## src/hw/rtl/twts_pkg.sv

```systemverilog
// ---------------------------------------------------------------------------
// twts_pkg
// Shared types, field layout and helpers for the two-way time sync unit.
// ---------------------------------------------------------------------------
package twts_pkg;

	localparam int TS_W   = 63;
	localparam int OFS_W  = 64;
	localparam int ZONE_W = 17;
	localparam int ZNS_W  = 48;
	localparam int SUM_W  = 66;
	localparam int OP_W   = 2;

	// input beat layout
	localparam int IN_CS_LSB   = 0;
	localparam int IN_CR_LSB   = IN_CS_LSB + TS_W;
	localparam int IN_SR_LSB   = IN_CR_LSB + TS_W;
	localparam int IN_ST_LSB   = IN_SR_LSB + TS_W;
	localparam int IN_ZONE_LSB = IN_ST_LSB + TS_W;
	localparam int IN_NOW_LSB  = IN_ZONE_LSB + ZONE_W;
	localparam int IN_USED     = IN_NOW_LSB + TS_W;
	localparam int IN_W        = ((IN_USED + 7) / 8) * 8;

	// output beat layout
	localparam int OUT_RT_LSB   = 0;
	localparam int OUT_OFS_LSB  = OUT_RT_LSB + TS_W;
	localparam int OUT_UTC_LSB  = OUT_OFS_LSB + OFS_W;
	localparam int OUT_LOC_LSB  = OUT_UTC_LSB + TS_W;
	localparam int OUT_SYNC_BIT = OUT_LOC_LSB + TS_W;
	localparam int OUT_USED     = OUT_SYNC_BIT + 1;
	localparam int OUT_W        = ((OUT_USED + 7) / 8) * 8;

	localparam logic [TS_W-1:0]  TS_MAX   = {TS_W{1'b1}};
	localparam logic signed [30:0] NS_PER_S = 31'sd1000000000;

	typedef enum logic [OP_W-1:0] {
		OP_SYNC  = 2'd0,
		OP_QUERY = 2'd1,
		OP_CLEAR = 2'd2
	} op_t;

	// clamp a signed wide sum into [0, 2^63-1]
	function automatic logic [TS_W-1:0] clamp63(input logic signed [SUM_W-1:0] v);
		logic [TS_W-1:0] r;
		if (v[SUM_W-1]) begin
			r = '0;
		end else if (|v[SUM_W-2:TS_W]) begin
			r = TS_MAX;
		end else begin
			r = v[TS_W-1:0];
		end
		return r;
	endfunction

endpackage

```

## src/hw/rtl/two_way_time_sync_offset_top.sv

```systemverilog
// ---------------------------------------------------------------------------
// two_way_time_sync_offset_top
// Two-way time transfer: keeps clock offset, round trip and zone offset,
// converts monotonic time to UTC and local time on query.
// ---------------------------------------------------------------------------
//  channel | dir | tdata                                  | tuser
//  s_*     | in  | cli_tx, cli_rx, srv_rx, srv_tx, zone,  | op
//          |     | monotonic now                          |
//  m_*     | out | round trip, offset, utc, local, synced | -
//
//  Three register stages: input, state/UTC, local time/output.
//  One beat per cycle while m_tready is high; m_tvalid is the output stage valid.
//  State is updated as a beat leaves the input stage, so the next beat sees it.
//  A stage advances when the one after it is empty or moving.
//  arst_n clears state and all valid flags.
// ---------------------------------------------------------------------------
module two_way_time_sync_offset_top import twts_pkg::*; (
	input  logic             clk,
	input  logic             arst_n,
	input  logic             s_tvalid,
	output logic             s_tready,
	// client_send_ns, client_receive_ns, server_receive_ns, server_transmit_ns,
	// zone_offset_s, monotonic_now_ns, zero pad
	input  logic [IN_W-1:0]  s_tdata,
	// op
	input  logic [OP_W-1:0]  s_tuser,
	output logic             m_tvalid,
	input  logic             m_tready,
	// round_trip_ns, offset_ns, utc_now_ns, local_now_ns, synced, zero pad
	output logic [OUT_W-1:0] m_tdata
);

	logic v_s1, v_s2, v_s3;
	logic move1, move2, fire_in, go1, go2;

	logic [OP_W-1:0]          op_s1;
	logic [TS_W-1:0]          cs_s1, cr_s1, sr_s1, st_s1, now_s1;
	logic signed [ZONE_W-1:0] zone_s1;

	logic signed [OFS_W-1:0]  off_q;
	logic [TS_W-1:0]          rt_q;
	logic signed [ZNS_W-1:0]  zns_q;
	logic                     sync_q;

	logic signed [OFS_W-1:0]  off_nxt;
	logic [TS_W-1:0]          rt_nxt;
	logic signed [ZNS_W-1:0]  zns_nxt;
	logic                     sync_nxt;

	logic signed [SUM_W-1:0]  off_sum, off_adj, rt_sum, utc_sum, loc_sum;
	logic signed [OFS_W-1:0]  off_new;
	logic [TS_W-1:0]          rt_new, utc_new, loc_new;
	logic signed [ZNS_W-1:0]  zns_new;

	logic [TS_W-1:0]          rt_s2, utc_s2;
	logic signed [OFS_W-1:0]  off_s2;
	logic signed [ZNS_W-1:0]  zns_s2;
	logic                     sync_s2;

	logic [TS_W-1:0]          rt_s3, utc_s3, loc_s3;
	logic signed [OFS_W-1:0]  off_s3;
	logic                     sync_s3;

	assign move2    = !v_s3 || m_tready;
	assign move1    = !v_s2 || move2;
	assign s_tready = !v_s1 || move1;
	assign fire_in  = s_tvalid && s_tready;
	assign go1      = v_s1 && move1;
	assign go2      = v_s2 && move2;

	always_ff @(posedge clk or negedge arst_n) begin
		if (!arst_n) begin
			v_s1 <= 1'b0;
			v_s2 <= 1'b0;
			v_s3 <= 1'b0;
		end else begin
			v_s1 <= fire_in || (v_s1 && !move1);
			v_s2 <= go1 || (v_s2 && !move2);
			v_s3 <= go2 || (v_s3 && !m_tready);
		end
	end

	always_ff @(posedge clk) begin
		if (fire_in) begin
			op_s1   <= s_tuser;
			cs_s1   <= s_tdata[IN_CS_LSB +: TS_W];
			cr_s1   <= s_tdata[IN_CR_LSB +: TS_W];
			sr_s1   <= s_tdata[IN_SR_LSB +: TS_W];
			st_s1   <= s_tdata[IN_ST_LSB +: TS_W];
			zone_s1 <= s_tdata[IN_ZONE_LSB +: ZONE_W];
			now_s1  <= s_tdata[IN_NOW_LSB +: TS_W];
		end
	end

	// offset: halved sum, truncated toward zero
	assign off_sum = $signed({3'b0, sr_s1}) + $signed({3'b0, st_s1})
		- $signed({3'b0, cs_s1}) - $signed({3'b0, cr_s1});
	assign off_adj = off_sum + $signed({{(SUM_W-1){1'b0}}, off_sum[SUM_W-1]});
	assign off_new = off_adj[OFS_W:1];

	assign rt_sum = $signed({3'b0, cr_s1}) + $signed({3'b0, sr_s1})
		- $signed({3'b0, cs_s1}) - $signed({3'b0, st_s1});
	assign rt_new = clamp63(rt_sum);

	assign zns_new = $signed({{(ZNS_W-ZONE_W){zone_s1[ZONE_W-1]}}, zone_s1})
		* ZNS_W'(NS_PER_S);

	assign utc_sum = $signed({3'b0, now_s1}) + $signed({{(SUM_W-OFS_W){off_q[OFS_W-1]}}, off_q});
	assign utc_new = (op_s1 == OP_QUERY && sync_q) ? clamp63(utc_sum) : '0;

	always_comb begin
		off_nxt  = off_q;
		rt_nxt   = rt_q;
		zns_nxt  = zns_q;
		sync_nxt = sync_q;
		case (op_s1)
			OP_SYNC: begin
				off_nxt  = off_new;
				rt_nxt   = rt_new;
				zns_nxt  = zns_new;
				sync_nxt = 1'b1;
			end
			OP_CLEAR: begin
				off_nxt  = '0;
				rt_nxt   = '0;
				zns_nxt  = '0;
				sync_nxt = 1'b0;
			end
			default: begin
			end
		endcase
	end

	always_ff @(posedge clk or negedge arst_n) begin
		if (!arst_n) begin
			off_q  <= '0;
			rt_q   <= '0;
			zns_q  <= '0;
			sync_q <= 1'b0;
		end else if (go1) begin
			off_q  <= off_nxt;
			rt_q   <= rt_nxt;
			zns_q  <= zns_nxt;
			sync_q <= sync_nxt;
		end
	end

	always_ff @(posedge clk) begin
		if (go1) begin
			rt_s2   <= rt_nxt;
			off_s2  <= off_nxt;
			sync_s2 <= sync_nxt;
			utc_s2  <= utc_new;
			zns_s2  <= zns_q;
		end
	end

	assign loc_sum = $signed({3'b0, utc_s2})
		+ $signed({{(SUM_W-ZNS_W){zns_s2[ZNS_W-1]}}, zns_s2});
	assign loc_new = (utc_s2 == '0) ? '0 : clamp63(loc_sum);

	always_ff @(posedge clk) begin
		if (go2) begin
			rt_s3   <= rt_s2;
			off_s3  <= off_s2;
			utc_s3  <= utc_s2;
			loc_s3  <= loc_new;
			sync_s3 <= sync_s2;
		end
	end

	assign m_tvalid = v_s3;
	assign m_tdata  = {{(OUT_W-OUT_USED){1'b0}}, sync_s3, loc_s3, utc_s3, off_s3, rt_s3};

`ifndef NO_ASSERTIONS
	a_unsynced_state_zero: assert property (@(posedge clk) disable iff (!arst_n)
		!sync_q |-> (off_q == '0 && rt_q == '0 && zns_q == '0))
		else $error("stored values nonzero while unsynced");

	a_utc_needs_sync: assert property (@(posedge clk) disable iff (!arst_n)
		v_s3 && !sync_s3 |-> utc_s3 == '0)
		else $error("utc reported while unsynced");

	a_local_needs_utc: assert property (@(posedge clk) disable iff (!arst_n)
		v_s3 && utc_s3 == '0 |-> loc_s3 == '0)
		else $error("local time without utc");

	a_state_holds_idle: assert property (@(posedge clk) disable iff (!arst_n)
		!go1 |=> $stable(off_q) && $stable(sync_q))
		else $error("state changed without a beat");
`endif

endmodule
```

## config.mk

```make
export PLATFORM = sky130hd
export DESIGN_NAME = two_way_time_sync_offset_top
export DESIGN_NICKNAME = d
export VERILOG_FILES = /design/src/hw/rtl/twts_pkg.sv /design/src/hw/rtl/two_way_time_sync_offset_top.sv
export SDC_FILE = /design/constraint.sdc
export NUM_CORES = 2
export LEC_CHECK = 0
export BUFFER_PORTS_ARGS = -buffer_cell sky130_fd_sc_hd__buf_2
export CAP_MARGIN = 20
export CORE_MARGIN = 3
export CORE_UTILIZATION = 40
export CTS_CLUSTER_DIAMETER = 80
export DETAILED_ROUTE_END_ITERATION = 8
export PLACE_DENSITY_LB_ADDON = 0.05
export SYNTH_ARGS = -nofsm -noshare
export SYNTH_HDL_FRONTEND = slang
export SYNTH_SLANG_ARGS = --single-unit
export TNS_END_PERCENT = 100
```

## constraint.sdc

```tcl
create_clock -name clk -period 8.5 [get_ports clk]
set_input_delay 0 -clock clk [delete_from_list [all_inputs] [get_ports clk]]
set_output_delay 0 -clock clk [all_outputs]
set_load 0.05 [all_outputs]
```

==> metrics.md <==
| Metric | Value |
|---|---|
| Top FF cell, synth | `edfxtp_1` |
| Final Setup Violations | `0` |
| Fmax | `roughly 120 MHz` |
| Initial antenna violation count | `16` |
| Final #Nets | `9,157` |
| Vias/cell | `about 5.2` |
| DIE HEIGHT | `slightly above 400 µm` |
| Fin. Hold Viols | `0` |
| Critical path type | `reg2reg` |
| Global placement routability congestion | `just over 0.9` |
| DR WL/cell | `roughly 22 µm` |
| First-pass GRT wire length | `around 340,000 µm` |
| Total gr overflow | `0` |
| Dpl ws | `-0.787 ns` |
| Logic pwr share | `approximately 61%` |
| Delay-heaviest family, CP | `compound AO/OA/AOI/OAI gates` |
| Async set-reset flop share out of synthesis | `~17%` |
| Top post-synthesis cells by area | `edfxtp_1 37%, ha_1 10%, fa_1 8.2%, dfrtp_1 6.4%, inv_1 4.3%` |
| Slowest-stage cell, CP | `fa_1` |
| Ports | `600` |
| Post-place instance area | `75,400 µm²` |
| Final core utilization | `a little over half` |
| Clock buffer count from CTS | `115` |
| Worst Setup SP | `st_s1[1]` |
| Critical Path AT | `between 8 and 9 ns` |
| Rows | `~150` |
| Remaining antenna violation count after routing | `0` |
| RSZ-0062 raised after global routing | `true` |
| Worst R2R Path Depth | `40` |
| P_int | `about 17 mW` |
| Largest regs | `off_q: 64 flops, off_s2: 64 flops, off_s3: 64 flops` |
| Worst-case clock buffer depth | `3` |
| Leakage power | `39.2 nW` |
| Post-synth EDFFs | `818` |
| IO Port Bufs | `between 500 and 600` |
| Worst slew margin | `around 23%` |
| Seq/Total Area, Yosys | `a little over two fifths` |
| Min cycle time layout | `roughly 8.5 ns` |
| Worst skew pair latency | `0.80 ns` |
| DRC violations left | `0` |
| Final Max Slew Viols | `0` |
| H-tree depth | `3` |
| Top-count cell post-synth | `edfxtp_1` |
| P per Cell Area | `364 nW/µm²` |
| Placeable Area | `approximately 160,000 µm²` |
| Hold WC Path Type | `in2reg` |
| Die Footprint | `between 150,000 and 200,000 µm²` |
| Post-synth top area cell | `edfxtp_1` |
| 1st-iter DRT viols | `slightly below 4,000` |
| Routed wire length | `approximately 230,000 µm` |
| TritonCTS Sinks | `988` |
| Area Overhead vs Synth | `31.6%` |
| WP buf/inv | `5` |
| Layout cells sized above 1 | `between 10% and 20%` |
| Count of placed standard cells including taps | `approximately 9,400` |
| Design area | `86,800 µm²` |
| Slew @ Worst Pin | `between 1 and 1.5 ns` |
| CTS root buffer | `clkbuf_16` |
| Post-Layout Cell Count | `roughly 10,000` |
| Global Route Usage Sum | `26.3%` |
| Synth Cell Area | `66,000 µm²` |
| Reg2reg setup slack | `approximately 0.028 ns` |
| Outcome | `completed` |
| Worst r2r src | `st_s1[1]` |
| Flops & latches, synth | `988` |
| Total number of vias | `around 54,000` |
| Pre-antenna DRT Iters | `5` |
| Die width | `a little over 400 µm` |
| Initial Util | `40.4%` |
| Mean area per synthesized cell | `roughly 11 µm²` |
| Synth cell types | `110` |
| Crit share post-route | `99.7%` |
| Worst r2r dst | `off_s2[59]` |
| Top cells by count, synth | `818 x edfxtp_1, 761 x inv_1, 529 x ha_1` |
| CP Capture Type | `flop` |
| Net switching power | `approximately 14 mW` |
| Switching Fraction | `45.3%` |
| Flop pwr share | `between 20% and 30%` |
| Synth warn | `0` |
| TritonCTS clock tree | `built` |
| CP max stage delay | `between 0.5 and 0.6 ns` |
| CP Data Required Time | `between 8 and 9 ns` |
| Maxcap violations | `0` |
| Vias in the first global route | `~54,000` |
| HPWL after detailed placement | `between 150,000 and 200,000 µm` |
| CP endpoint | `off_s2[59]` |
| Largest net degree at the start of global routing | `approximately 150` |
| Worst path depth | `40` |
| CP Max Fanout | `3` |
| Clk pwr share | `16.1%` |
| Cell count after synthesis | `between 6,000 and 7,000` |
| Crit path top cell by count | `and3_4` |
| Top-area cell type share of the netlist area | `between 30% and 40%` |
| Worst Skew | `just over 0.06 ns` |
| Worst-path clk slew | `~0.060 ns` |
| Total chip power | `31.6 mW` |
| Startpoint class of the critical path | `flop` |
| Worst VDD drop | `roughly 0.00037 V` |
| Fin worst setup slack | `approximately 0.028 ns` |
[worst register-to-register path, delay by kind of cell (launching register included)]
kind,cells,cell delay (ns)
fa+ha+maj,4,1.22
xor+xnor,2,0.23
compound gates,18,3.51
flops,1,0.34
simple gates,11,2.37
buf+inv,5,0.50
[through the flow]
stage / hold WS, ns / TNS, ns
after detailed placement: 0.139 / -16.13
final: 0.0960 / 0
after CTS: 0.0201 / -0.205
after floorplan: -0.296 / 0
after global routing: 0.0535 / -3.56
after global placement: 0.134 / -12.48
[kinds of logic after synthesis]
kind of cell               after synthesis  synth area share (%)
DFF                                    988                  43.7
and+or+nand+nor                       1396                  10.5
buffers and inverters                  946                  5.50
AOI/OAI and AO/OA                     1687                  16.6
other                                    1               0.00568
muxes                                    8                 0.125
adders and majority gates              799                  18.2
xor gates and xnor gates               407                  5.41
[how the worst min path moves through the flow]
stage,startpoint,end,slack [ns],cells past startpoint
finish,s_tdata[312],now_s1[43],0.1,2
global route,s_tdata[312],now_s1[43],0.05,2
CTS,s_tdata[312],now_s1[43],0.02,2
detailed placement,arst_n,m_tvalid,0.14,1
global placement,arst_n,m_tvalid,0.13,1
floorplan,arst_n,m_tvalid,-0.30,0
[repair_timing]
action / 4_1_cts / 5_1_grt
gates cloned: 0 / 1
pin swaps: 34 / 42
setup buffers: 13 / 13
hold endpoints to repair: 472 / 0
hold buffers: 673 / 0
endpoints found under the setup margin: 46 / 179
resized for setup: 43 / 71
[layer usage]
layer  up-vias  track usage [%]  part of all wire, %
li1      25801                -                    -
met1     26199             37.3                   46
met2      1451             41.6                   45
met3       274             4.29                  5.8
met4         0             7.12                  3.0
met5         -                0                    0
[final cells by class]
type | count | area (µm²)
Inverter | 763 | 2880
Antenna cell | 6 | 15.0
Clock buffer | 156 | 3130
Multi-Input combinational cell | 4299 | 34100
Fill cell | 14774 | 76500
Timing Repair Buffer | 1849 | 14400
Clock inverter | 63 | 791
Sequential cell | 988 | 28800
Tap cell | 2175 | 2720
[cells in the final DEF (no fill, tap or decap), types with 29 or more instances in the layout]
master,instances
a211oi_1,33
a21o_1,252
a21oi_1,429
a221o_1,66
a22o_1,29
a31oi_1,33
and3_1,67
buf_2,593
buf_4,564
clkbuf_1,32
clkbuf_16,117
dfrtp_1,170
dlygate4sd3_1,672
edfxtp_1,818
fa_1,269
ha_1,524
inv_1,757
nand2_1,463
nand2b_1,60
nand3_1,96
nand4_1,63
nor2_1,292
nor2b_1,74
nor3_1,71
nor4_1,30
o21a_1,78
o21ai_0,407
o21ai_1,41
o21bai_1,51
xnor2_1,238
xor2_1,162
[power by group through the flow]
| stage | Combinational [mW] | Clock (mW) | Sequential (mW) |
|---|---|---|---|
| after floorplan | 11.6 | 0 | 8.02 |
| after global placement | 18.6 | 0 | 7.36 |
| after detailed placement | 18.6 | 0 | 7.37 |
| after CTS | 19.1 | 5.23 | 7.29 |
| after global routing | 21.2 | 5.43 | 7.37 |
| final | 19.2 | 5.10 | 7.29 |
(Power assumes the default switching activity.)
